`config.mk`:
```
export PLATFORM = sky130hd
export DESIGN_NAME = sem_front
export DESIGN_NICKNAME = d
export VERILOG_FILES = /design/src/hw/rtl/sobel_edge_magnitude_defines.svh /design/src/hw/rtl/sem_pkg.sv /design/src/hw/rtl/sem_front.sv
export SDC_FILE = /design/constraint.sdc
export NUM_CORES = 1
export LEC_CHECK = 0
export BUFFER_PORTS_ARGS = -buffer_cell sky130_fd_sc_hd__buf_2
export CAP_MARGIN = 15
export CORE_ASPECT_RATIO = 0.75
export CORE_MARGIN = 3
export CORE_UTILIZATION = 45
export DETAILED_ROUTE_END_ITERATION = 16
export PLACE_DENSITY_LB_ADDON = 0.3
export SETUP_SLACK_MARGIN = 0.5
export SLEW_MARGIN = 0
export SYNTH_ARGS = -nofsm -noshare
export SYNTH_HDL_FRONTEND = slang
export SYNTH_SLANG_ARGS = --single-unit
```
`constraint.sdc`:
```
create_clock -name clk_i -period 16.02 [get_ports clk_i]
set_input_delay 0 -clock clk_i [delete_from_list [all_inputs] [get_ports clk_i]]
set_output_delay 0 -clock clk_i [all_outputs]
set_load 0.01 [all_outputs]
```
`src/hw/rtl/sobel_edge_magnitude_defines.svh`:
```
// Assertion macros for the edge detector
`ifndef SOBEL_EDGE_MAGNITUDE_DEFINES_SVH
`define SOBEL_EDGE_MAGNITUDE_DEFINES_SVH

`define SEM_ASSERT_NOW(lbl, ante, cons) \
  lbl: assert property (@(posedge clk_i) disable iff (!rst_ni) (ante) |-> (cons)) \
    else $error("immediate check failed");

`define SEM_ASSERT_NEXT(lbl, ante, cons) \
  lbl: assert property (@(posedge clk_i) disable iff (!rst_ni) (ante) |=> (cons)) \
    else $error("next-cycle check failed");

`endif

```
`src/hw/rtl/sem_pkg.sv`:
```
package sem_pkg;

  localparam int MAX_WIDTH  = 2048;
  localparam int COL_W      = $clog2(MAX_WIDTH);
  localparam int EW_W       = $clog2(MAX_WIDTH + 1);
  localparam int WCFG_W     = 12;
  localparam int HCFG_W     = 16;
  localparam int CFG_IDX_W  = 2;
  localparam int CFG_DATA_W = 16;

  localparam logic [CFG_IDX_W-1:0] REG_WIDTH  = CFG_IDX_W'(0);
  localparam logic [CFG_IDX_W-1:0] REG_HEIGHT = CFG_IDX_W'(1);

  localparam logic [WCFG_W-1:0] WIDTH_RST  = WCFG_W'(640);
  localparam logic [HCFG_W-1:0] HEIGHT_RST = HCFG_W'(480);

  typedef struct packed {
    logic             pix;
    logic             last;
    logic             has;
    logic             top;
    logic             bot;
    logic             w1;
    logic             c0;
    logic             c1;
    logic [COL_W-1:0] col;
    logic [7:0]       gray;
  } cmd_t;

  typedef struct packed {
    logic full;
    logic empty;
  } q_stat_t;

  typedef enum logic [2:0] {
    B_IDLE,
    B_UPD,
    B_SQ,
    B_ROOT,
    B_OUT
  } back_state_e;

endpackage

```
`src/hw/rtl/sem_front.sv`:
```
module sem_front import sem_pkg::*; (
  input  logic                  clk_i,
  input  logic                  rst_ni,
  input  logic                  s_axis_tvalid_i,
  output logic                  s_axis_tready_o,
  input  logic [23:0]           s_axis_tdata_i,  // red, green, blue
  input  logic                  s_axis_tuser_i,  // flush
  input  logic                  cfg_valid_i,
  output logic                  cfg_ready_o,
  input  logic [CFG_IDX_W-1:0]  cfg_index_i,
  input  logic [CFG_DATA_W-1:0] cfg_data_i,
  input  q_stat_t               q_stat_i,
  output logic                  push_o,
  output cmd_t                  cmd_o
);

  logic [WCFG_W-1:0] width_q;
  logic [HCFG_W-1:0] height_q;
  logic [COL_W-1:0]  col_q, col_d;
  logic [HCFG_W-1:0] row_q, row_d;
  logic [EW_W-1:0]   drain_q, drain_d;
  logic [EW_W-1:0]   w_eff;
  logic [HCFG_W-1:0] h_eff;
  logic [COL_W-1:0]  col_c;
  logic [EW_W-1:0]   col_inc;
  logic              pphase, last, flush, item_ok, acc;
  logic [25:0]       gray_sum;

  assign flush           = s_axis_tuser_i;
  assign s_axis_tready_o = !q_stat_i.full;
  assign cfg_ready_o     = 1'b1;
  assign acc             = s_axis_tvalid_i && s_axis_tready_o;

  always_comb begin
    if (width_q == '0) begin
      w_eff = EW_W'(1);
    end else if (32'(width_q) > MAX_WIDTH) begin
      w_eff = EW_W'(MAX_WIDTH);
    end else begin
      w_eff = EW_W'(width_q);
    end
    h_eff    = (height_q == '0) ? HCFG_W'(1) : height_q;
    pphase   = row_q < h_eff;
    col_c    = (EW_W'(col_q) >= w_eff) ? '0 : col_q;
    col_inc  = EW_W'(col_c) + EW_W'(1);
    last     = drain_q >= w_eff;
    item_ok  = pphase ? !flush : flush;
    gray_sum = 26'(26'(19595) * 26'(s_axis_tdata_i[7:0]))
             + 26'(26'(38470) * 26'(s_axis_tdata_i[15:8]))
             + 26'(26'(7471) * 26'(s_axis_tdata_i[23:16]));

    cmd_o.gray = gray_sum[23:16];
    cmd_o.w1   = w_eff == EW_W'(1);
    cmd_o.pix  = pphase;
    if (pphase) begin
      cmd_o.last = 1'b0;
      cmd_o.col  = col_c;
      cmd_o.c0   = col_c == '0;
      cmd_o.c1   = col_c == COL_W'(1);
      cmd_o.has  = (row_q >= HCFG_W'(2)) || (row_q == HCFG_W'(1) && col_c != '0);
      cmd_o.top  = row_q <= HCFG_W'(1);
      cmd_o.bot  = 1'b0;
    end else begin
      cmd_o.last = last;
      cmd_o.col  = last ? '0 : drain_q[COL_W-1:0];
      cmd_o.c0   = last || drain_q == '0;
      cmd_o.c1   = !last && drain_q == EW_W'(1);
      cmd_o.has  = last || h_eff >= HCFG_W'(2) || drain_q != '0;
      cmd_o.top  = !last && h_eff == HCFG_W'(1);
      cmd_o.bot  = 1'b1;
    end

    col_d   = col_q;
    row_d   = row_q;
    drain_d = drain_q;
    if (pphase) begin
      if (col_inc >= w_eff) begin
        col_d   = '0;
        row_d   = row_q + HCFG_W'(1);
        drain_d = '0;
      end else begin
        col_d = col_inc[COL_W-1:0];
      end
    end else if (last) begin
      col_d   = '0;
      row_d   = '0;
      drain_d = '0;
    end else begin
      drain_d = drain_q + EW_W'(1);
    end
  end

  assign push_o = acc && item_ok;

  always_ff @(posedge clk_i or negedge rst_ni) begin
    if (!rst_ni) begin
      width_q  <= WIDTH_RST;
      height_q <= HEIGHT_RST;
      col_q    <= '0;
      row_q    <= '0;
      drain_q  <= '0;
    end else if (cfg_valid_i && (cfg_index_i == REG_WIDTH || cfg_index_i == REG_HEIGHT)) begin
      if (cfg_index_i == REG_WIDTH) begin
        width_q <= cfg_data_i[WCFG_W-1:0];
      end else begin
        height_q <= cfg_data_i;
      end
      col_q   <= '0;
      row_q   <= '0;
      drain_q <= '0;
    end else if (push_o) begin
      col_q   <= col_d;
      row_q   <= row_d;
      drain_q <= drain_d;
    end
  end

endmodule

```
==> summary.md, run 1 <==
| Metric | Value |
|---|---|
| Max-slew violations | `0` |
| Run status | `finished clean` |
| Asr flop ratio synth | `1.000` |
| First element of the critical path | `s_axis_tdata_i[14]` |
| Largest net degree at the start of global routing | `68` |
| Hold crit path type | `in2reg` |
| Final min period | `7729 ps` |
| DRC violations left | `0` |
| Starting density of the core | `0.4678` |
| Share of cells above drive strength 1 | `0.1229` |
| Main area contributors after synthesis | `ha_1 (24%), fa_1 (21%), dfrtp_1 (14%), inv_1 (8.2%), mux2_2 (2.8%)` |
| Tot Pwr | `2427 uW` |
| Busiest layer in global routing | `met1` |
| Mapped Area | `11010 um2` |
| TritonCTS clock tree | `built` |
| Core Area | `23540 um2` |
| Num ports | `79` |
| Worst Path Arrival | `7730 ps` |
| Via-to-Cell Ratio | `5.473` |
| WP depth | `29` |
| Worst r2r src | `width_q[1]` |
| Crit end category | `output port` |
| Clock transition at path regs | `60 ps` |
| Max Clock Freq | `129.4 MHz` |
| Area leader, netlist | `ha_1` |
| Clk buf depth | `2` |
| Lkg Pwr | `0.006360 uW` |
| Synth top area share | `0.2442` |
| Met2 GRT Util | `0.3052` |
| Main flop type after synthesis | `dfrtp_1` |
| N_diodes | `0` |
| GRT Total Usage | `0.2127` |
| DR vias | `8592` |
| Die W | `186.7 um` |
| Measured slew at the worst slew-check pin | `1139 ps` |
| Internal reg-to-reg setup slack | `9480 ps` |
| Root Buffer Master | `clkbuf_16` |
| Pwr per Cell Area | `199.2 nW/um2` |
| CP Max Fanout | `7` |
| Iter 0 DRT Violations | `664` |
| Count of final setup violators | `0` |
| Num CTS Buffers | `9` |
| Die area | `26410 um2` |
| Cell variety after synth | `74` |
| Register area | `1684 um2` |
| DP HPWL | `22820 um` |
| Most frequent cell after synthesis | `inv_1` |
| Avg Cell Area, Syn | `9.553 um2` |
| Critical Path End | `cmd_o[6]` |
| Post-layout net count | `1622` |
| Initial antenna violation count | `0` |
| Fillers | `2174` |
| CP max-delay cell | `fa_1` |
| Global route overflow | `0` |
| Post-Synthesis Net Count | `1535` |
| RSZ-0062 raised after global routing | `false` |
| Cts repair resizes | `0` |
| YS warnings | `0` |
| Final Skew | `12.63 ps` |
| Wirelength per Cell | `17.38 um` |
| Later-pin clock latency in the skew report | `340 ps` |
| RR Endpoint | `row_q[12]` |
| First-pass DRT Iterations | `5` |
| # H-tree levels | `3` |
| Post-synth top cells | `inv_1 (240), ha_1 (215), fa_1 (118), dfrtp_1 (61), nand2_1 (46)` |
| Crit start category | `input pin` |
| Final Hold Vio Count | `0` |
| Vias in the first global route | `8476` |
| GRT met1 Usage | `0.3402` |
| Detailed Route WL | `27290 um` |
| Port Buffers | `76` |
| Critical path type | `in2out` |
| Setup bufs post-CTS | `0` |
| Cell family with most CP delay | `adder cells` |
| Sequential element share of the synthesized area | `0.1529` |
| R2R cell count | `25` |
| Critical path required time | `16020 ps` |
| First-pass GRT wire length | `45070 um` |
| Post-route clock period utilization | `0.4825` |
| Crit path buffers/inverters | `6` |
| Cell mode on critical path | `fa_1` |
| Seq cells post-synth | `67` |
| Area growth, synth to finish | `10.60%` |
| DRT antenna net count | `0` |
| Max VDD drop | `315.3 uV` |
| Final setup TNS | `0 ps` |
| Syn Inst Count | `1153` |
| CP max stage delay | `550 ps` |
| Max-Slew Margin vs Limit | `0.2406` |
| Die Y | `141.5 um` |
| Multi-input gate area | `8320 um2` |
| TritonCTS sink count | `67` |
| Max-cap viol count | `0` |
| RePlAce Congestion | `0.9273` |
| Cts hold-fix bufs | `17` |
| FP Rows | `48` |
| Post-synth EDFFs | `0` |
| Met3 Use GR | `0.03952` |
[worst register-to-register path, delay by kind of cell, from the launching register on]
family	cells	cell delay, ps
AOI/OAI and AO/OA	12	2990
xor gates and xnor gates	1	200
adders and majority gates	3	950
buffers and inverters	2	360
DFF	1	400
and+or+nand+nor	7	1540
[final cells by class]
cell class	count	area share
Multi-Input combinational cell	823	0.6830
Sequential cell	67	0.1382
Inverter	241	0.07436
Timing Repair Buffer	98	0.04827
Tap cell	325	0.03338
Clock buffer	9	0.01849
Clock inverter	7	0.004211
[placed cells by master (no fill, tap or decap), drive strengths merged, types with 27 or more instances in the layout]
master	n
a21oi	34
buf	81
dfrtp	61
fa	118
ha	215
inv	242
mux2	27
nand2	46
nand3	36
nor2	36
[flip-flops by register name, summed over array words and instances, names as in the netlist]
register  cells
drain_q      12
col_q        11
height_q     16
width_q      12
row_q        16
[how the worst min path moves through the flow]
stage	depth (start not counted)	to	slack, ps	startpoint
2_1_floorplan	0	col_q[0]	-300	rst_ni
3_3_place_gp	2	height_q[12]	230	cfg_data_i[12]
3_5_place_dp	2	height_q[12]	240	cfg_data_i[12]
4_1_cts	4	width_q[0]	220	cfg_index_i[0]
5_1_grt	3	s_axis_tready_o	270	q_stat_i[1]
6_report	4	width_q[0]	220	cfg_index_i[0]
[power by group]
part / internal [uW] / total (uW) / switching [uW]
logic: 881 / 2000 / 1120
registers: 197 / 242 / 45.0
clock network: 106 / 188 / 82.9
[layer usage]
metal / vias to the layer above / wire length, um / part of all wire
met4: 0 / 153 / 0.0056
met5: - / 0 / 0
met1: 4208 / 14080 / 0.52
met3: 18 / 2019 / 0.074
met2: 250 / 11040 / 0.40
li1: 4116 / - / -
[kinds of logic (layout without fill, tap and decap cells)]
logic type	count (synthesis)	after routing	synth area share
buf+inv	263	355	0.09224
other cells	1	1	0.0003405
xor+xnor	30	30	0.02510
compound gates	182	182	0.1213
mux	28	28	0.02851
simple gates	249	249	0.1209
flops	67	67	0.1529
fa+ha+maj	333	333	0.4587
[stage by stage]
stage | instances | setup WS, ps | hold slack (ps) | area (um2) | util
after floorplan | 1153 | 9423 | -295.6 | 11010 | -
after global placement | 1537 | 8551 | 232.6 | 11740 | 0.4985
after detailed placement | 1537 | 8409 | 236.2 | 11740 | 0.4985
after CTS | 1570 | 8355 | 219.7 | 12180 | 0.5174
after global routing | 1570 | 7775 | 272.5 | 12180 | 0.5174
final | 1570 | 8291 | 222.3 | 12180 | 0.5174
No activity file was read; power rests on OpenSTA's default activity.
==> inputs of run 2 (changes only) <==
Clock period 16.02 ns to 6.4 ns, I/O delays scaled along.
==> run 2 against run 1 <==
  * The flow now finishes with violations (setup timing)
  * Final cell count increased by 2.9%
  * Worst setup slack got worse by 8300 ps
  * Clock skew grew 0.56 ps
  * Non-clock buffer count is 46 higher
  * Clock power grew to 2.7 times the previous value
  * Highest routed layer unchanged
==> summary.md, run 2 (synthesis gave the netlist of run 1 again) <==
| Metric | Value |
|---|---|
| Run status | `finished with violations` |
| Violated checks | `setup timing` |
| Crit start category | `input pin` |
| RSZ-0062 raised after global routing | `true` |
| DP HPWL | `24040 um` |
| CP Max Fanout | `3` |
| Busiest layer in global routing | `met1` |
| Num ports | `79` |
| Final non-filler cell total | `1616` |
| Iter 0 DRT Violations | `812` |
| Global route overflow | `0` |
| DRT antenna net count | `0` |
| Max-slew violations | `0` |
| RePlAce Congestion | `0.9384` |
| GRT met1 Usage | `0.3611` |
| Later-pin clock latency in the skew report | `350 ps` |
| Pwr per Cell Area | `617.7 nW/um2` |
| DRC violations left | `0` |
| Met2 GRT Util | `0.3165` |
| CP max stage delay | `510 ps` |
| Root Buffer Master | `clkbuf_16` |
| FP Rows | `48` |
| Largest regs | `height_q: 16 flops, row_q: 16 flops` |
| Via-to-Cell Ratio | `5.472` |
| Lkg Pwr | `0.006635 uW` |
| Share of cells above drive strength 1 | `0.1882` |
| First-pass GRT wire length | `47430 um` |
| Critical path required time | `6400 ps` |
| Die W | `186.7 um` |
| TritonCTS sink count | `67` |
| GRT Total Usage | `0.2232` |
| Internal reg-to-reg setup slack | `820 ps` |
| Die area | `26410 um2` |
| Count of final setup violators | `3` |
| Worst Path Arrival | `6460 ps` |
| Final Skew | `13.19 ps` |
| Most common cell after layout, fill and taps aside | `inv_1` |
| Area growth, synth to finish | `16.61%` |
| Worst Setup Slack, final | `-55.21 ps` |
| CP max-delay cell | `fa_1` |
| Crit end category | `output port` |
| Crit path buffers/inverters | `6` |
| N_diodes | `0` |
| Hold crit path type | `in2reg` |
| Largest net degree at the start of global routing | `68` |
| Final min period | `6455 ps` |
| Clock transition at path regs | `70 ps` |
| Die Y | `141.5 um` |
| Most frequent cells in the layout | `inv_1 (233), ha_1 (207), fa_1 (116)` |
| Dpl ws | `-288.5 ps` |
| Post-layout net count | `1668` |
| TritonCTS clock tree | `built` |
| Max-Slew Margin vs Limit | `0.2111` |
| Initial antenna violation count | `0` |
| DR vias | `8843` |
| Detailed Route WL | `28770 um` |
| Final Hold Vio Count | `0` |
| Measured slew at the worst slew-check pin | `1179 ps` |
| Vias in the first global route | `8862` |
| Core Area | `23540 um2` |
| Num CTS Buffers | `9` |
| Critical path type | `in2out` |
| Wirelength per Cell | `17.80 um` |
| Cell family with most CP delay | `adder cells` |
| Port Buffers | `76` |
| Hold_ws | `231.4 ps` |
| Max-cap viol count | `0` |
| Starting density of the core | `0.4678` |
| Final setup TNS | `-97.95 ps` |
| Met3 Use GR | `0.03235` |
| First-pass DRT Iterations | `5` |
| Post-route clock period utilization | `1.009` |
| Clk buf depth | `2` |
| Max VDD drop | `737.2 uV` |
| Fillers | `2110` |
| # H-tree levels | `3` |
| Max Clock Freq | `154.9 MHz` |
| Placed Instances | `1575` |
## run 2: changes by cell type in the layout (fill, tap and decap cells not counted), moves of 6 or more
cell	before	now
a21oi_1	33	26
a21oi_2	1	7
buf_4	5	48
ha_1	215	207
ha_4	0	6
inv_1	240	233
inv_2	0	7
## run 2: what timing repair did
action | 4_1_cts | 5_1_grt
setup endpoints to repair | 14 | 46
setup buffers | 7 | 1
hold buffers | 17 | 0
resized for setup | 33 | 20
pin swaps | 15 | 6
endpoints found under the hold margin | 89 | 0
## run 2: stage by stage
step / total power [uW] / area, um2 / util
after global routing: 8791 / 12840 / 0.5455
after global placement: 6197 / 12080 / 0.5132
after CTS: 7580 / 12740 / 0.5413
after detailed placement: 6344 / 12080 / 0.5132
final: 7934 / 12840 / 0.5455
after floorplan: 4313 / 11080 / -
## run 2: cell type report
class / instances / area [um2] / share of cell area
clock buffer: 9 / 225.2 / 0.01754
timing repair buffer: 144 / 967.2 / 0.07530
multi-input combinational: 823 / 8587 / 0.6686
tap: 325 / 406.6 / 0.03166
inverter: 241 / 905.9 / 0.07053
sequential: 67 / 1684 / 0.1311
clock inverter: 7 / 67.56 / 0.005261
## run 2: worst paths after layout
kind,startpoint,end,cells after the start
min reg2reg,height_q[0],height_q[0],1
max in group asynchronous,rst_ni,row_q[6],3
min,cfg_index_i[0],width_q[11],4
min in group asynchronous,rst_ni,width_q[8],3
max,s_axis_tdata_i[13],cmd_o[7],30
max reg2reg,width_q[1],row_q[6],24
## run 2: worst reg2reg max path, delay by kind of cell, from the launching register on
kind | cells | cell delay [ps]
AOI/OAI and AO/OA | 10 | 2070
xor gates and xnor gates | 1 | 160
DFF | 1 | 400
buffers and inverters | 2 | 310
adders and majority gates | 3 | 770
and+or+nand+nor | 8 | 1750
## run 2: layer usage
layer | up-vias | routed length, um
li1 | 4237 | -
met1 | 4331 | 14930
met2 | 245 | 11580
met3 | 30 | 1930
met4 | 0 | 325
met5 | - | 0
## run 2: where the power goes
part           switching [uW]  internal (uW)  leakage (uW)
Combinational            3510           3320       0.00567
Sequential                111            493      0.000827
Clock                     228            273      0.000142
Total                    3850           4090       0.00664
