## src/hw/rtl/sobel_edge_magnitude_defines.svh

```systemverilog
// Assertion macros for the edge detector
`ifndef SOBEL_EDGE_MAGNITUDE_DEFINES_SVH
`define SOBEL_EDGE_MAGNITUDE_DEFINES_SVH

`define SEM_ASSERT_NOW(lbl, ante, cons) \
  lbl: assert property (@(posedge clk_i) disable iff (!rst_ni) (ante) |-> (cons)) \
    else $error("immediate check failed");

`define SEM_ASSERT_NEXT(lbl, ante, cons) \
  lbl: assert property (@(posedge clk_i) disable iff (!rst_ni) (ante) |=> (cons)) \
    else $error("next-cycle check failed");

`endif

```

## src/hw/rtl/sem_pkg.sv

```systemverilog
package sem_pkg;

  localparam int MAX_WIDTH  = 2048;
  localparam int COL_W      = $clog2(MAX_WIDTH);
  localparam int EW_W       = $clog2(MAX_WIDTH + 1);
  localparam int WCFG_W     = 12;
  localparam int HCFG_W     = 16;
  localparam int CFG_IDX_W  = 2;
  localparam int CFG_DATA_W = 16;

  localparam logic [CFG_IDX_W-1:0] REG_WIDTH  = CFG_IDX_W'(0);
  localparam logic [CFG_IDX_W-1:0] REG_HEIGHT = CFG_IDX_W'(1);

  localparam logic [WCFG_W-1:0] WIDTH_RST  = WCFG_W'(640);
  localparam logic [HCFG_W-1:0] HEIGHT_RST = HCFG_W'(480);

  typedef struct packed {
    logic             pix;
    logic             last;
    logic             has;
    logic             top;
    logic             bot;
    logic             w1;
    logic             c0;
    logic             c1;
    logic [COL_W-1:0] col;
    logic [7:0]       gray;
  } cmd_t;

  typedef struct packed {
    logic full;
    logic empty;
  } q_stat_t;

  typedef enum logic [2:0] {
    B_IDLE,
    B_UPD,
    B_SQ,
    B_ROOT,
    B_OUT
  } back_state_e;

endpackage

```

## src/hw/rtl/sem_queue.sv

```systemverilog
module sem_queue import sem_pkg::*; (
  input  logic    clk_i,
  input  logic    rst_ni,
  input  logic    push_i,
  input  cmd_t    cmd_i,
  input  logic    pop_i,
  output cmd_t    cmd_o,
  output q_stat_t stat_o
);

  cmd_t       ent_q [2];
  logic       wp_q, rp_q;
  logic [1:0] cnt_q;

  assign cmd_o        = ent_q[rp_q];
  assign stat_o.full  = cnt_q == 2'd2;
  assign stat_o.empty = cnt_q == 2'd0;

  always_ff @(posedge clk_i) begin
    if (push_i) begin
      ent_q[wp_q] <= cmd_i;
    end
  end

  always_ff @(posedge clk_i or negedge rst_ni) begin
    if (!rst_ni) begin
      wp_q  <= 1'b0;
      rp_q  <= 1'b0;
      cnt_q <= '0;
    end else begin
      if (push_i) begin
        wp_q <= !wp_q;
      end
      if (pop_i) begin
        rp_q <= !rp_q;
      end
      cnt_q <= cnt_q + 2'(push_i) - 2'(pop_i);
    end
  end

endmodule

```

## config.mk

```make
export PLATFORM = sky130hd
export DESIGN_NAME = sem_queue
export DESIGN_NICKNAME = d
export VERILOG_FILES = /design/src/hw/rtl/sobel_edge_magnitude_defines.svh /design/src/hw/rtl/sem_pkg.sv /design/src/hw/rtl/sem_queue.sv
export SDC_FILE = /design/constraint.sdc
export NUM_CORES = 1
export LEC_CHECK = 0
export ABC_AREA = 0
export BUFFER_PORTS_ARGS = -buffer_cell sky130_fd_sc_hd__buf_2
export CAP_MARGIN = 0
export CORE_MARGIN = 2
export CORE_UTILIZATION = 27
export DETAILED_ROUTE_END_ITERATION = 7
export SLEW_MARGIN = 15
export SYNTH_ARGS = -nofsm -noshare
export SYNTH_HDL_FRONTEND = slang
export SYNTH_SLANG_ARGS = --single-unit
```

## constraint.sdc

```tcl
create_clock -name clk_i -period 2.1 [get_ports clk_i]
set_clock_uncertainty 0.05 [all_clocks]
set_input_delay 0.105 -clock clk_i [delete_from_list [all_inputs] [get_ports clk_i]]
set_output_delay 0.105 -clock clk_i [all_outputs]
set_load 0.01 [all_outputs]
```

==> impl_results.html, run 1 <==
<table>
<tr><th>Metric</th><th>Value</th></tr>
<tr><th colspan="2">STA</th></tr>
<tr><td>Min Tclk post-route</td><td>1.639 ns</td></tr>
<tr><td>Fin Setup TNS</td><td>0 ns</td></tr>
<tr><td>Final setup violation count</td><td>0</td></tr>
<tr><td>Rel. slew slack</td><td>73.40%</td></tr>
<tr><td>RSZ-0062 raised after global routing</td><td>false</td></tr>
<tr><td>Slack of the critical path</td><td>0.4613 ns</td></tr>
<tr><td>Final worst-path cycle share</td><td>78.03%</td></tr>
<tr><td>Transition time at the pin with the least slew margin</td><td>0.3989 ns</td></tr>
<tr><td>Slew Viols, Final</td><td>0</td></tr>
<tr><td>Number of hold violations in the final report</td><td>0</td></tr>
<tr><td>FMAX</td><td>just over 600 MHz</td></tr>
<tr><th colspan="2">Yosys</th></tr>
<tr><td>Netlist Area Pre-Place</td><td>2245 sq um</td></tr>
<tr><td>Sequential area share after synthesis</td><td>76.70%</td></tr>
<tr><td>Post-Syn Instances</td><td>between 90 and 100</td></tr>
<tr><td>Number of synthesized register bits</td><td>58</td></tr>
<tr><td>Proportion of synthesized area in mux cells</td><td>16.72%</td></tr>
<tr><td>Area share of and/or/nand/nor cells after synthesis</td><td>1.003%</td></tr>
<tr><td>Main combinational cell family by area after synthesis</td><td>multiplexers</td></tr>
<tr><td>Mean Syn Cell Area</td><td>22.67 sq um</td></tr>
<tr><td>Total of warnings raised by yosys</td><td>0</td></tr>
<tr><td>Parity-gate share of the synthesized area counting xor and xnor cells</td><td>1.839%</td></tr>
<tr><td>Distinct cell type count after synthesis</td><td>13</td></tr>
<tr><td>Adder and majority cell fraction of the synthesized area</td><td>1.115%</td></tr>
<tr><td>Post-Synthesis Net Count</td><td>132</td></tr>
<tr><td>Synthesized-area fraction occupied by ao, oa, aoi and oai cells</td><td>0%</td></tr>
<tr><th colspan="2">Place</th></tr>
<tr><td>Worst Setup Slack post-DPL</td><td>0.6639 ns</td></tr>
<tr><td>Gp weighted congestion</td><td>between 0.6 and 0.7</td></tr>
<tr><td>Count of buffers from port buffering</td><td>~60</td></tr>
<tr><td>Post-detail-place hpwl</td><td>roughly 2400 um</td></tr>
<tr><th colspan="2">Detailed routing</th></tr>
<tr><td>Vias</td><td>~1200</td></tr>
<tr><td>Initial detailed-routing violation count</td><td>13</td></tr>
<tr><td>Post-route ant nets</td><td>0</td></tr>
<tr><td>Vias per inst</td><td>3.926</td></tr>
<tr><td>Remaining design rule violation count</td><td>0</td></tr>
<tr><td>Number of search-and-repair iterations in the first detailed-routing pass</td><td>3</td></tr>
<tr><td>Total Wirelength</td><td>4035 um</td></tr>
<tr><td>DR WL/cell</td><td>13.06 um</td></tr>
<tr><th colspan="2">Critical path</th></tr>
<tr><td>Largest stage delay on the critical path</td><td>0.40 ns</td></tr>
<tr><td>Worst setup path category</td><td>flop to primary output</td></tr>
<tr><td>Cell-by-cell listing of the critical path</td><td>buf_12 &gt; mux2_2 &gt; buf_2</td></tr>
<tr><td>Largest delay contributor family on the critical path</td><td>flip-flops</td></tr>
<tr><td>Setup crit start kind</td><td>flop</td></tr>
<tr><td>Startpoint of the most critical register-to-register path</td><td>cnt_q[0]$_DFF_PN0_</td></tr>
<tr><td>Endpoint required time on the critical path</td><td>1.95 ns</td></tr>
<tr><td>CP max FO</td><td>27</td></tr>
<tr><td>R2R setup slack</td><td>about 0.67 ns</td></tr>
<tr><td>Setup crit end kind</td><td>primary output</td></tr>
<tr><td>Signal arrival time at the worst endpoint</td><td>1.48 ns</td></tr>
<tr><td>Buffering stage count on the worst path with inverters included</td><td>2</td></tr>
<tr><td>Cell type of the slowest stage on the worst timing path</td><td>sky130_fd_sc_hd__dfrtp_1</td></tr>
<tr><td>Number of cells traversed by the worst register-to-register path</td><td>5</td></tr>
<tr><td>Crit Reg-Reg Endpoint</td><td>cnt_q[1]$_DFF_PN0_</td></tr>
<tr><th colspan="2">Global routing</th></tr>
<tr><td>Total track usage</td><td>9.411%</td></tr>
<tr><td>Initial antenna violation count</td><td>0</td></tr>
<tr><td>Largest net degree at the start of global routing</td><td>28</td></tr>
<tr><td>Final global-route overflow total</td><td>0</td></tr>
<tr><td>Via count of the first global-routing pass</td><td>1217</td></tr>
<tr><td>Wire length of the first global-routing pass</td><td>5913 um</td></tr>
<tr><th colspan="2">Floorplan</th></tr>
<tr><td>Initial core utilization</td><td>27.60%</td></tr>
<tr><td>I/O pin count</td><td>60</td></tr>
<tr><td>Core ar.</td><td>8134 sq um</td></tr>
<tr><td>Number of core rows</td><td>33</td></tr>
<tr><td>Die X-Extent</td><td>95.18 um</td></tr>
<tr><td>Vert. Die Dim</td><td>95.18 um</td></tr>
<tr><td>Die area</td><td>9059 sq um</td></tr>
<tr><th colspan="2">Clocking</th></tr>
<tr><td>TritonCTS buffer count</td><td>9</td></tr>
<tr><td>CTS tree</td><td>built</td></tr>
<tr><td>Buffer levels on the longest clock path</td><td>2</td></tr>
<tr><td>Clock slew at reported path FFs</td><td>0.06 ns</td></tr>
<tr><td>Clock sink total</td><td>58</td></tr>
<tr><td>Worst skew pair latency</td><td>0.32 ns</td></tr>
<tr><td>H-tree Lvls</td><td>3</td></tr>
<tr><td>Clock Tree Root</td><td>sky130_fd_sc_hd__clkbuf_8</td></tr>
<tr><td>Post-CTS setup-driven buffer insertion count</td><td>0</td></tr>
<tr><th colspan="2">Final layout</th></tr>
<tr><td>Layout overhead on the synthesized area</td><td>38.96%</td></tr>
<tr><td>Most common library cell in the layout ignoring fill and taps</td><td>sky130_fd_sc_hd__buf_2</td></tr>
<tr><td>Final nets</td><td>232</td></tr>
<tr><td>Commonest cells after routing, fill and taps aside</td><td>sky130_fd_sc_hd__buf_2, sky130_fd_sc_hd__edfxtp_1, sky130_fd_sc_hd__dlygate4sd3_1</td></tr>
<tr><td>Fraction of final layout cells sized beyond drive strength 1</td><td>between 50% and 60%</td></tr>
<tr><td>Number of antenna repair diodes</td><td>0</td></tr>
<tr><th colspan="2">Pwr</th></tr>
<tr><td>Total power divided by cell area</td><td>1178 nW/um^2</td></tr>
<tr><td>Peak ir drop on the vdd network</td><td>843.2 uV</td></tr>
<tr><td>Leakage power figure</td><td>approximately 1.3 nW</td></tr>
<tr><td>Design Power</td><td>roughly 3.7 mW</td></tr>
<tr><th colspan="2">Status</th></tr>
<tr><td>Result of the run</td><td>finished clean</td></tr>
<tr><th colspan="2">Worst hold path</th></tr>
<tr><td>Worst min-delay path category</td><td>input pin to async pin</td></tr>
<tr><th colspan="2">Run</th></tr>
<tr><td>Max-cap viol count</td><td>0</td></tr>
</table>
-- cell families after synthesis --
| logic type | after synthesis |
|---|---|
| and+or+nand+nor | 4 |
| adders and majority gates | 2 |
| xor gates and xnor gates | 3 |
| muxes | 27 |
| buffers and inverters | 5 |
| DFF | 58 |
-- registers in the layout (all words and copies together), names as in the netlist --
name,flops
ent_q,54
cnt_q,2
rp_q,1
wp_q,1
-- worst register-to-register path: stages (launching register included) --
cell and delay, ns:
sky130_fd_sc_hd__dfrtp_1 0.37, sky130_fd_sc_hd__inv_1 0.05, sky130_fd_sc_hd__ha_1 0.26, sky130_fd_sc_hd__inv_1 0.06, sky130_fd_sc_hd__ha_1 0.13, sky130_fd_sc_hd__xor3_1 0.38
-- where the power goes --
group | internal, mW | total (mW) | leakage, nW | switching (mW)
clock network | 0.416 | 0.819 | 0.0795 | 0.402
logic | 0.656 | 1.23 | 0.626 | 0.575
registers | 1.54 | 1.62 | 0.553 | 0.0792
-- worst max-delay path by stage --
stage,from,end,slack [ns],depth (start not counted)
floorplan,wp_q$_DFFE_PN0P_,ent_q[0][0]$_DFFE_PP_,0.01,1
global placement,cnt_q[0]$_DFF_PN0_,cnt_q[1]$_DFF_PN0_,0.73,5
detailed placement,cnt_q[0]$_DFF_PN0_,cnt_q[1]$_DFF_PN0_,0.66,5
CTS,rp_q$_DFFE_PN0P_,cmd_o[0],0.42,3
global route,rp_q$_DFFE_PN0P_,cmd_o[2],0.38,3
finish,rp_q$_DFFE_PN0P_,cmd_o[0],0.46,3
-- metrics by stage --
step	hold slack, ns	std cells	utilization, %	area, sq um
2_1_floorplan	-0.2406	99	-	2245
3_5_place_dp	-0.1347	263	32.67	2658
3_3_place_gp	-0.1348	263	32.67	2658
6_report	0.06314	309	38.35	3119
5_1_grt	0.05825	309	38.35	3119
4_1_cts	0.03996	309	38.35	3119
-- cells in the mapped netlist --
cell type	n	area share, %
sky130_fd_sc_hd__ha_1	2	1.1
sky130_fd_sc_hd__buf_12	2	1.8
sky130_fd_sc_hd__xor2_1	2	0.78
sky130_fd_sc_hd__inv_1	2	0.33
sky130_fd_sc_hd__xor3_1	1	1.1
sky130_fd_sc_hd__nor2b_1	2	0.56
sky130_fd_sc_hd__buf_6	1	0.50
sky130_fd_sc_hd__mux2_2	8	4.0
sky130_fd_sc_hd__edfxtp_1	54	72
sky130_fd_sc_hd__dfrtp_1	4	4.5
sky130_fd_sc_hd__mux2_4	19	13
sky130_fd_sc_hd__and2_1	1	0.28
sky130_fd_sc_hd__nor2_1	1	0.17
-- area by class of cell --
class | count | area (sq um)
clock inverter | 6 | 33.78
inverter | 2 | 7.507
multi-input combinational | 36 | 466.7
sequential | 58 | 1722
fill | 755 | 5015
timing repair buffer | 92 | 630.6
tap | 105 | 131.4
clock buffer | 10 | 127.6
-- per-layer routing --
| layer | vias to the layer above | routed length, um | GRT usage (%) |
|---|---|---|---|
| li1 | 583 | - | - |
| met1 | 581 | 1720 | 10.44 |
| met2 | 41 | 1982 | 14.91 |
| met3 | 8 | 265 | 4.427 |
| met4 | 0 | 67 | 5.193 |
| met5 | - | 0 | 0 |
-- repair_timing --
item | CTS | global route
hold buffers | 30 | 0
resized for setup | 0 | 0
hold endpoints to repair | 60 | 0
endpoints found under the setup margin | 0 | 0
Power figures use the tool's default switching activity.
==> run 2, diff against run 1 <==
==> constraint.sdc (replaced) <==
create_clock -name clk_i -period 1.6 [get_ports clk_i]
set_clock_uncertainty 0.05 [all_clocks]
set_input_delay 0.08 -clock clk_i [delete_from_list [all_inputs] [get_ports clk_i]]
set_output_delay 0.08 -clock clk_i [all_outputs]
set_load 0.01 [all_outputs]
==> run 2 against run 1 <==
- combinational power is 39% higher
- die area stayed put
- final area is 1.4% higher
- via count is 0.49% higher
- setup slack worse by 0.38 ns
- sequential power is 31% higher
- worst hold slack worse by 0.030 ns
- final cell count stayed put
- register-to-register slack worse by 0.50 ns
- first-iteration DRC count is 92% higher
- clock-buffer cell count is 1 lower
- largest cell class unchanged
- highest routed layer unchanged
==> impl_results.html, run 2 (same netlist as run 1, synthesis figures left out) <==
<table>
<tr><th>Metric</th><th>Value</th></tr>
<tr><th colspan="2">Status</th></tr>
<tr><td>Result of the run</td><td>finished clean</td></tr>
<tr><th colspan="2">Global routing</th></tr>
<tr><td>Wire length of the first global-routing pass</td><td>5920 um</td></tr>
<tr><td>Final global-route overflow total</td><td>0</td></tr>
<tr><td>Largest net degree at the start of global routing</td><td>28</td></tr>
<tr><td>Via count of the first global-routing pass</td><td>about 1300</td></tr>
<tr><td>Initial antenna violation count</td><td>0</td></tr>
<tr><td>Total track usage</td><td>9.316%</td></tr>
<tr><th colspan="2">Place</th></tr>
<tr><td>Count of buffers from port buffering</td><td>slightly below 60</td></tr>
<tr><td>Gp weighted congestion</td><td>0.6308</td></tr>
<tr><td>Worst Setup Slack post-DPL</td><td>0.1748 ns</td></tr>
<tr><td>Post-detail-place hpwl</td><td>about 2400 um</td></tr>
<tr><th colspan="2">Detailed routing</th></tr>
<tr><td>Vias per inst</td><td>around 4</td></tr>
<tr><td>Initial detailed-routing violation count</td><td>25</td></tr>
<tr><td>DR WL/cell</td><td>12.53 um</td></tr>
<tr><td>Remaining design rule violation count</td><td>0</td></tr>
<tr><td>Total Wirelength</td><td>3872 um</td></tr>
<tr><td>Post-route ant nets</td><td>0</td></tr>
<tr><td>Vias</td><td>1219</td></tr>
<tr><td>Number of search-and-repair iterations in the first detailed-routing pass</td><td>4</td></tr>
<tr><th colspan="2">Final layout</th></tr>
<tr><td>Most common library cell in the layout ignoring fill and taps</td><td>sky130_fd_sc_hd__buf_2</td></tr>
<tr><td>Commonest cells after routing, fill and taps aside</td><td>sky130_fd_sc_hd__buf_2, sky130_fd_sc_hd__edfxtp_1, sky130_fd_sc_hd__dlygate4sd3_1</td></tr>
<tr><td>Number of antenna repair diodes</td><td>0</td></tr>
<tr><td>Flip-flop count of the largest register after layout</td><td>54</td></tr>
<tr><td>Largest Register</td><td>ent_q</td></tr>
<tr><td>Leading registers by flop count</td><td>ent_q: 54 flops, cnt_q: 2 flops</td></tr>
<tr><td>Fraction of final layout cells sized beyond drive strength 1</td><td>52.45%</td></tr>
<tr><td>Final nets</td><td>~230</td></tr>
<tr><td>Layout overhead on the synthesized area</td><td>40.91%</td></tr>
<tr><th colspan="2">STA</th></tr>
<tr><td>RSZ-0062 raised after global routing</td><td>false</td></tr>
<tr><td>Min Tclk post-route</td><td>1.519 ns</td></tr>
<tr><td>Number of hold violations in the final report</td><td>0</td></tr>
<tr><td>Transition time at the pin with the least slew margin</td><td>approximately 0.17 ns</td></tr>
<tr><td>FMAX</td><td>658.4 MHz</td></tr>
<tr><td>Final setup violation count</td><td>0</td></tr>
<tr><td>Rel. slew slack</td><td>88.69%</td></tr>
<tr><td>Slack of the critical path</td><td>roughly 0.08 ns</td></tr>
<tr><td>Fin Setup TNS</td><td>0 ns</td></tr>
<tr><td>Final worst-path cycle share</td><td>94.93%</td></tr>
<tr><td>Slew Viols, Final</td><td>0</td></tr>
<tr><th colspan="2">Clocking</th></tr>
<tr><td>Clock slew at reported path FFs</td><td>roughly 0.070 ns</td></tr>
<tr><td>Buffer levels on the longest clock path</td><td>2</td></tr>
<tr><td>Clock Tree Root</td><td>sky130_fd_sc_hd__clkbuf_8</td></tr>
<tr><td>Clock sink total</td><td>58</td></tr>
<tr><td>CTS tree</td><td>built</td></tr>
<tr><td>Worst skew pair latency</td><td>0.32 ns</td></tr>
<tr><td>H-tree Lvls</td><td>3</td></tr>
<tr><td>TritonCTS buffer count</td><td>9</td></tr>
<tr><td>Post-CTS setup-driven buffer insertion count</td><td>0</td></tr>
<tr><th colspan="2">Pwr</th></tr>
<tr><td>Cell-internal power</td><td>3.511 mW</td></tr>
<tr><td>Peak ir drop on the vdd network</td><td>just over 700 uV</td></tr>
<tr><td>Total power divided by cell area</td><td>approximately 1600 nW/um^2</td></tr>
<tr><td>Part of the total power dissipated in the clock network</td><td>22.1%</td></tr>
<tr><td>Share of power burned in registers</td><td>43.3%</td></tr>
<tr><td>Net switching share of the total power</td><td>28.68%</td></tr>
<tr><td>Combinational share of power</td><td>about a third</td></tr>
<tr><td>Switching component of the power</td><td>between 1 and 1.5 mW</td></tr>
<tr><td>Leakage power figure</td><td>approximately 1.3 nW</td></tr>
<tr><th colspan="2">Floorplan</th></tr>
<tr><td>Initial core utilization</td><td>around 28%</td></tr>
<tr><td>Die area</td><td>9059 sq um</td></tr>
<tr><td>Number of core rows</td><td>33</td></tr>
<tr><td>I/O pin count</td><td>60</td></tr>
<tr><td>Die X-Extent</td><td>between 90 and 100 um</td></tr>
<tr><td>Core ar.</td><td>8134 sq um</td></tr>
<tr><td>Vert. Die Dim</td><td>95.18 um</td></tr>
<tr><th colspan="2">Critical path</th></tr>
<tr><td>Worst setup path category</td><td>flop to primary output</td></tr>
<tr><td>Signal arrival time at the worst endpoint</td><td>1.39 ns</td></tr>
<tr><td>Setup crit end kind</td><td>primary output</td></tr>
<tr><td>Endpoint required time on the critical path</td><td>1.47 ns</td></tr>
<tr><td>Setup crit start kind</td><td>flop</td></tr>
<tr><td>CP max FO</td><td>15</td></tr>
<tr><th colspan="2">Run</th></tr>
<tr><td>Max-cap viol count</td><td>0</td></tr>
<tr><th colspan="2">Worst hold path</th></tr>
<tr><td>Worst min-delay path category</td><td>input pin to async pin</td></tr>
</table>
## run 2: changes by cell type in the layout (fill, tap and decap cells not counted)
cell / delta
sky130_fd_sc_hd__buf_4: -2
sky130_fd_sc_hd__clkbuf_1: -1
sky130_fd_sc_hd__clkinv_2: +1
sky130_fd_sc_hd__dfrtp_2: +1
sky130_fd_sc_hd__clkinv_1: -1
sky130_fd_sc_hd__dfrtp_1: -1
sky130_fd_sc_hd__buf_12: +3
## run 2: what timing repair did
item                                   CTS  global route
hold buffers                            30             0
endpoints found under the hold margin   61             0
setup endpoints to repair                8             3
gates resized for setup                  1             2
pin swaps                                0             0
## run 2: final timing paths
kind | cells past startpoint | endpoint | slack (ns) | from
max | 3 | cmd_o[18] | 0.08 | rp_q$_DFFE_PN0P_
min | 2 | cnt_q[1]$_DFF_PN0_ | 0.03 | rst_ni
max reg2reg | 5 | cnt_q[1]$_DFF_PN0_ | 0.17 | cnt_q[0]$_DFF_PN0_
min reg2reg | 1 | wp_q$_DFFE_PN0P_ | 0.45 | wp_q$_DFFE_PN0P_
max in group asynchronous | 2 | rp_q$_DFFE_PN0P_ | 1.33 | rst_ni
min in group clk_i | 3 | rp_q$_DFFE_PN0P_ | 0.43 | pop_i
## run 2: critical path: stages, from the launching register on
cell and delay, ns:
sky130_fd_sc_hd__dfrtp_2 0.44, sky130_fd_sc_hd__buf_12 0.17, sky130_fd_sc_hd__mux2_4 0.31, sky130_fd_sc_hd__buf_2 0.14
## run 2: final cells by class
cell class	count	area (sq um)
Clock inverter	6	35.03
Sequential cell	58	1723
Fill cell	750	4971
Clock buffer	9	123.9
Tap cell	105	131.4
Timing Repair Buffer	93	675.6
Inverter	2	7.507
Multi-Input combinational cell	36	466.7
## run 2: per-layer routing
| metal | wire, um | track usage [%] |
|---|---|---|
| met5 | 0 | 0 |
| met4 | 39 | 4.348 |
| met3 | 262 | 4.348 |
| met2 | 1855 | 14.91 |
| met1 | 1715 | 10.55 |
## run 2: stage by stage
step | utilization (%) | instances | hold slack [ns] | total power, mW | area (sq um)
6_report | 38.89 | 309 | 0.03360 | 4.923 | 3163
4_1_cts | 38.78 | 309 | 0.01278 | 5.000 | 3154
5_1_grt | 38.89 | 309 | 0.02727 | 5.234 | 3163
3_3_place_gp | 33.09 | 264 | -0.1593 | 3.796 | 2691
3_5_place_dp | 33.09 | 264 | -0.1557 | 3.816 | 2691
2_1_floorplan | - | 99 | -0.2656 | 3.298 | 2247
## run 2: power by group through the flow
stage | Combinational [mW] | Sequential (mW) | Clock (mW)
floorplan | 1.17 | 2.13 | 0
global placement | 1.65 | 2.14 | 0
detailed placement | 1.66 | 2.16 | 0
CTS | 1.73 | 2.13 | 1.14
global route | 1.87 | 2.16 | 1.21
finish | 1.71 | 2.13 | 1.09
==> run 3, diff against run 2 <==
--- a/config.mk
+++ b/config.mk
@@ -5,7 +5,7 @@
 export SDC_FILE = /design/constraint.sdc
 export NUM_CORES = 1
 export LEC_CHECK = 0
-export ABC_AREA = 0
+export ABC_AREA = 1
 export BUFFER_PORTS_ARGS = -buffer_cell sky130_fd_sc_hd__buf_2
 export CAP_MARGIN = 0
 export CORE_MARGIN = 2
==> run 3 against run 2 <==
- synthesized area up 2.2%
- clock-buffer cell count unchanged
- largest power group unchanged
- routed wire length up 9.3%
- critical endpoint is now cmd_o[0]
- critical path type unchanged
- global-route usage up 0.97 points
- worst hold slack worse by 0.0026 ns
==> impl_results.html, run 3 <==
<table>
<tr><th>Metric</th><th>Value</th></tr>
<tr><th colspan="2">Floorplan</th></tr>
<tr><td>Number of core rows</td><td>33</td></tr>
<tr><td>Initial core utilization</td><td>27.93%</td></tr>
<tr><td>Die X-Extent</td><td>96.19 um</td></tr>
<tr><td>Vert. Die Dim</td><td>96.19 um</td></tr>
<tr><td>I/O pin count</td><td>60</td></tr>
<tr><td>Core ar.</td><td>approximately 8200 sq um</td></tr>
<tr><td>Die area</td><td>9253 sq um</td></tr>
<tr><th colspan="2">Critical path</th></tr>
<tr><td>Crit Reg-Reg Endpoint</td><td>ent_q[0][18]$_DFFE_PP_</td></tr>
<tr><td>CP max FO</td><td>29</td></tr>
<tr><td>Cell type of the slowest stage on the worst timing path</td><td>sky130_fd_sc_hd__dfrtp_2</td></tr>
<tr><td>Endpoint required time on the critical path</td><td>approximately 1.5 ns</td></tr>
<tr><td>Largest stage delay on the critical path</td><td>around 0.43 ns</td></tr>
<tr><td>Buffering stage count on the worst path with inverters included</td><td>2</td></tr>
<tr><td>Cell-by-cell listing of the critical path</td><td>buf_12 &gt; o21ai_0 &gt; buf_2</td></tr>
<tr><td>Largest delay contributor family on the critical path</td><td>flip-flops</td></tr>
<tr><td>Setup crit start kind</td><td>flop</td></tr>
<tr><td>Startpoint of the most critical register-to-register path</td><td>wp_q$_DFFE_PN0P_</td></tr>
<tr><td>Signal arrival time at the worst endpoint</td><td>1.30 ns</td></tr>
<tr><td>Number of cells traversed by the worst register-to-register path</td><td>2</td></tr>
<tr><td>Worst setup path category</td><td>flop to primary output</td></tr>
<tr><td>First element of the critical path</td><td>rp_q$_DFFE_PN0P_</td></tr>
<tr><td>R2R setup slack</td><td>roughly 0.3 ns</td></tr>
<tr><td>Setup crit end kind</td><td>primary output</td></tr>
<tr><th colspan="2">Yosys</th></tr>
<tr><td>Netlist Area Pre-Place</td><td>2295 sq um</td></tr>
<tr><td>Sequential area share after synthesis</td><td>75.03%</td></tr>
<tr><td>Cell types with the highest counts after synthesis</td><td>sky130_fd_sc_hd__edfxtp_1, sky130_fd_sc_hd__inv_1, sky130_fd_sc_hd__nand2_1</td></tr>
<tr><td>Leading cell types by total area after synthesis</td><td>sky130_fd_sc_hd__edfxtp_1, sky130_fd_sc_hd__o21ai_2, sky130_fd_sc_hd__inv_1</td></tr>
<tr><td>Dominant synthesized flop cell</td><td>sky130_fd_sc_hd__edfxtp_1</td></tr>
<tr><td>Post-Syn Instances</td><td>around 170</td></tr>
<tr><td>Total of warnings raised by yosys</td><td>0</td></tr>
<tr><td>Distinct cell type count after synthesis</td><td>12</td></tr>
<tr><td>Leading area contributor after synthesis</td><td>sky130_fd_sc_hd__edfxtp_1</td></tr>
<tr><td>Mean Syn Cell Area</td><td>around 14 sq um</td></tr>
<tr><td>Post-synthesis async set-or-reset flop share</td><td>under 10%</td></tr>
<tr><td>Most frequent cell after synthesis</td><td>sky130_fd_sc_hd__edfxtp_1</td></tr>
<tr><td>Post-Synthesis Net Count</td><td>199</td></tr>
<tr><td>Number of synthesized register bits</td><td>58</td></tr>
<tr><td>Post-synth EDFFs</td><td>54</td></tr>
<tr><td>Area fraction of the dominant cell type after synthesis</td><td>70.67%</td></tr>
<tr><th colspan="2">Final layout</th></tr>
<tr><td>Layout overhead on the synthesized area</td><td>40.13%</td></tr>
<tr><td>Number of filler cells placed in the layout</td><td>between 800 and 900</td></tr>
<tr><td>Core occupancy in the finished layout</td><td>39.14%</td></tr>
<tr><td>Post-route design area</td><td>3216 sq um</td></tr>
<tr><td>Flip-flop count of the largest register after layout</td><td>between 50 and 60</td></tr>
<tr><td>Final Non-Filler Cells</td><td>377</td></tr>
<tr><td>Number of antenna repair diodes</td><td>0</td></tr>
<tr><td>Final nets</td><td>300</td></tr>
<tr><td>Fraction of final layout cells sized beyond drive strength 1</td><td>36.03%</td></tr>
<tr><td>Largest Register</td><td>ent_q</td></tr>
<tr><td>Most common library cell in the layout ignoring fill and taps</td><td>sky130_fd_sc_hd__buf_2</td></tr>
<tr><td>Commonest cells after routing, fill and taps aside</td><td>sky130_fd_sc_hd__buf_2, sky130_fd_sc_hd__edfxtp_1, sky130_fd_sc_hd__inv_1</td></tr>
<tr><td>Leading registers by flop count</td><td>ent_q: 54 flops, cnt_q: 2 flops</td></tr>
<tr><th colspan="2">Pwr</th></tr>
<tr><td>Design Power</td><td>5.078 mW</td></tr>
<tr><td>Leakage power figure</td><td>1.398 nW</td></tr>
<tr><td>Peak ir drop on the vdd network</td><td>713.7 uV</td></tr>
<tr><td>Total power divided by cell area</td><td>1579 nW/um^2</td></tr>
<tr><th colspan="2">Place</th></tr>
<tr><td>Post-detail-place hpwl</td><td>roughly 2900 um</td></tr>
<tr><td># placed instances</td><td>331</td></tr>
<tr><td>Worst Setup Slack post-DPL</td><td>0.2739 ns</td></tr>
<tr><td>Cell area after placement</td><td>between 2000 and 3000 sq um</td></tr>
<tr><td>Count of buffers from port buffering</td><td>59</td></tr>
<tr><td>Gp weighted congestion</td><td>~0.73</td></tr>
<tr><th colspan="2">STA</th></tr>
<tr><td>Min Tclk post-route</td><td>between 1 and 1.5 ns</td></tr>
<tr><td>Slew Viols, Final</td><td>0</td></tr>
<tr><td>Number of hold violations in the final report</td><td>0</td></tr>
<tr><td>Fin Setup TNS</td><td>0 ns</td></tr>
<tr><td>RSZ-0062 raised after global routing</td><td>false</td></tr>
<tr><td>Min Hold Slack</td><td>approximately 0.031 ns</td></tr>
<tr><td>Final setup violation count</td><td>0</td></tr>
<tr><td>FMAX</td><td>698.2 MHz</td></tr>
<tr><td>Slack of the critical path</td><td>around 0.17 ns</td></tr>
<tr><td>Rel. slew slack</td><td>79.46%</td></tr>
<tr><td>Final worst-path cycle share</td><td>approximately nine tenths</td></tr>
<tr><td>Transition time at the pin with the least slew margin</td><td>0.3073 ns</td></tr>
<tr><th colspan="2">Detailed routing</th></tr>
<tr><td>Total Wirelength</td><td>4232 um</td></tr>
<tr><td>Remaining design rule violation count</td><td>0</td></tr>
<tr><td>Initial detailed-routing violation count</td><td>31</td></tr>
<tr><td>DR WL/cell</td><td>11.23 um</td></tr>
<tr><td>Post-route ant nets</td><td>0</td></tr>
<tr><td>Number of search-and-repair iterations in the first detailed-routing pass</td><td>4</td></tr>
<tr><td>Vias</td><td>1511</td></tr>
<tr><td>Vias per inst</td><td>between 4 and 5</td></tr>
<tr><th colspan="2">Global routing</th></tr>
<tr><td>Via count of the first global-routing pass</td><td>1476</td></tr>
<tr><td>Initial antenna violation count</td><td>0</td></tr>
<tr><td>Final global-route overflow total</td><td>0</td></tr>
<tr><td>Largest net degree at the start of global routing</td><td>30</td></tr>
<tr><td>Total track usage</td><td>10.28%</td></tr>
<tr><td>Wire length of the first global-routing pass</td><td>6768 um</td></tr>
<tr><th colspan="2">Clocking</th></tr>
<tr><td>Clock sink total</td><td>58</td></tr>
<tr><td>TritonCTS buffer count</td><td>9</td></tr>
<tr><td>Buffer levels on the longest clock path</td><td>2</td></tr>
<tr><td>CTS tree</td><td>built</td></tr>
<tr><td>H-tree Lvls</td><td>3</td></tr>
<tr><td>Clock slew at reported path FFs</td><td>0.06 ns</td></tr>
<tr><td>Worst skew pair latency</td><td>0.33 ns</td></tr>
<tr><td>Clock Tree Root</td><td>sky130_fd_sc_hd__clkbuf_8</td></tr>
<tr><th colspan="2">Run</th></tr>
<tr><td>Max-cap viol count</td><td>0</td></tr>
<tr><th colspan="2">Worst hold path</th></tr>
<tr><td>Worst min-delay path category</td><td>input pin to async pin</td></tr>
<tr><th colspan="2">Status</th></tr>
<tr><td>Result of the run</td><td>finished clean</td></tr>
</table>
## run 3: worst register-to-register path, stage by stage (launching register included)
cell,delay (ns)
sky130_fd_sc_hd__dfrtp_1,0.43
sky130_fd_sc_hd__nor2_4,0.30
sky130_fd_sc_hd__buf_4,0.23
## run 3: logic make-up (layout without fill, tap and decap cells)
kind of cell,count (synthesis),after routing,share of synthesized area [%]
buffers and inverters,40,146,8.506
xor gates and xnor gates,2,2,0.7635
and+or+nand+nor,37,37,6.107
DFF,58,58,75.03
adders and majority gates,2,2,1.090
AOI/OAI and AO/OA,27,27,8.506
## run 3: area by class of cell
class | instances | area (sq um) | share of cell area [%]
clock inverters | 7 | 60.06 | 1.868
clock buffers | 9 | 123.9 | 3.852
repair buffers | 96 | 664.4 | 20.66
flip-flops and latches | 58 | 1723 | 53.58
inverters | 34 | 127.6 | 3.969
well taps | 105 | 131.4 | 4.086
multi-input cells | 68 | 385.4 | 11.98
## run 3: how the worst max path moves through the flow
stage,slack [ns],depth (start not counted),to
2_1_floorplan,0.02,1,ent_q[0][0]$_DFFE_PP_
3_3_place_gp,0.33,2,ent_q[0][26]$_DFFE_PP_
3_5_place_dp,0.27,2,ent_q[0][20]$_DFFE_PP_
4_1_cts,0.06,4,cmd_o[18]
5_1_grt,0.05,4,cmd_o[9]
6_report,0.17,3,cmd_o[0]
## run 3: power by group
part	total (mW)	internal [mW]	switching (mW)	leakage (nW)
Combinational	1.70	0.700	1.00	0.751
Clock	1.25	0.698	0.548	0.0939
Sequential	2.13	2.03	0.105	0.553
## run 3: what timing repair did
item | CTS | global route
setup endpoints to repair | 0 | 10
buffers inserted | 0 | 0
hold buffers | 30 | 0
resized for setup | 0 | 1
hold endpoints to repair | 61 | 0
## run 3: per-layer routing
metal | track usage, % | part of all wire, % | vias up
met2 | 17.19 | 51 | 42
met3 | 3.681 | 6.8 | 4
li1 | - | - | 760
met4 | 5.714 | 1.1 | 0
met5 | 0 | 0 | -
met1 | 11.32 | 41 | 705
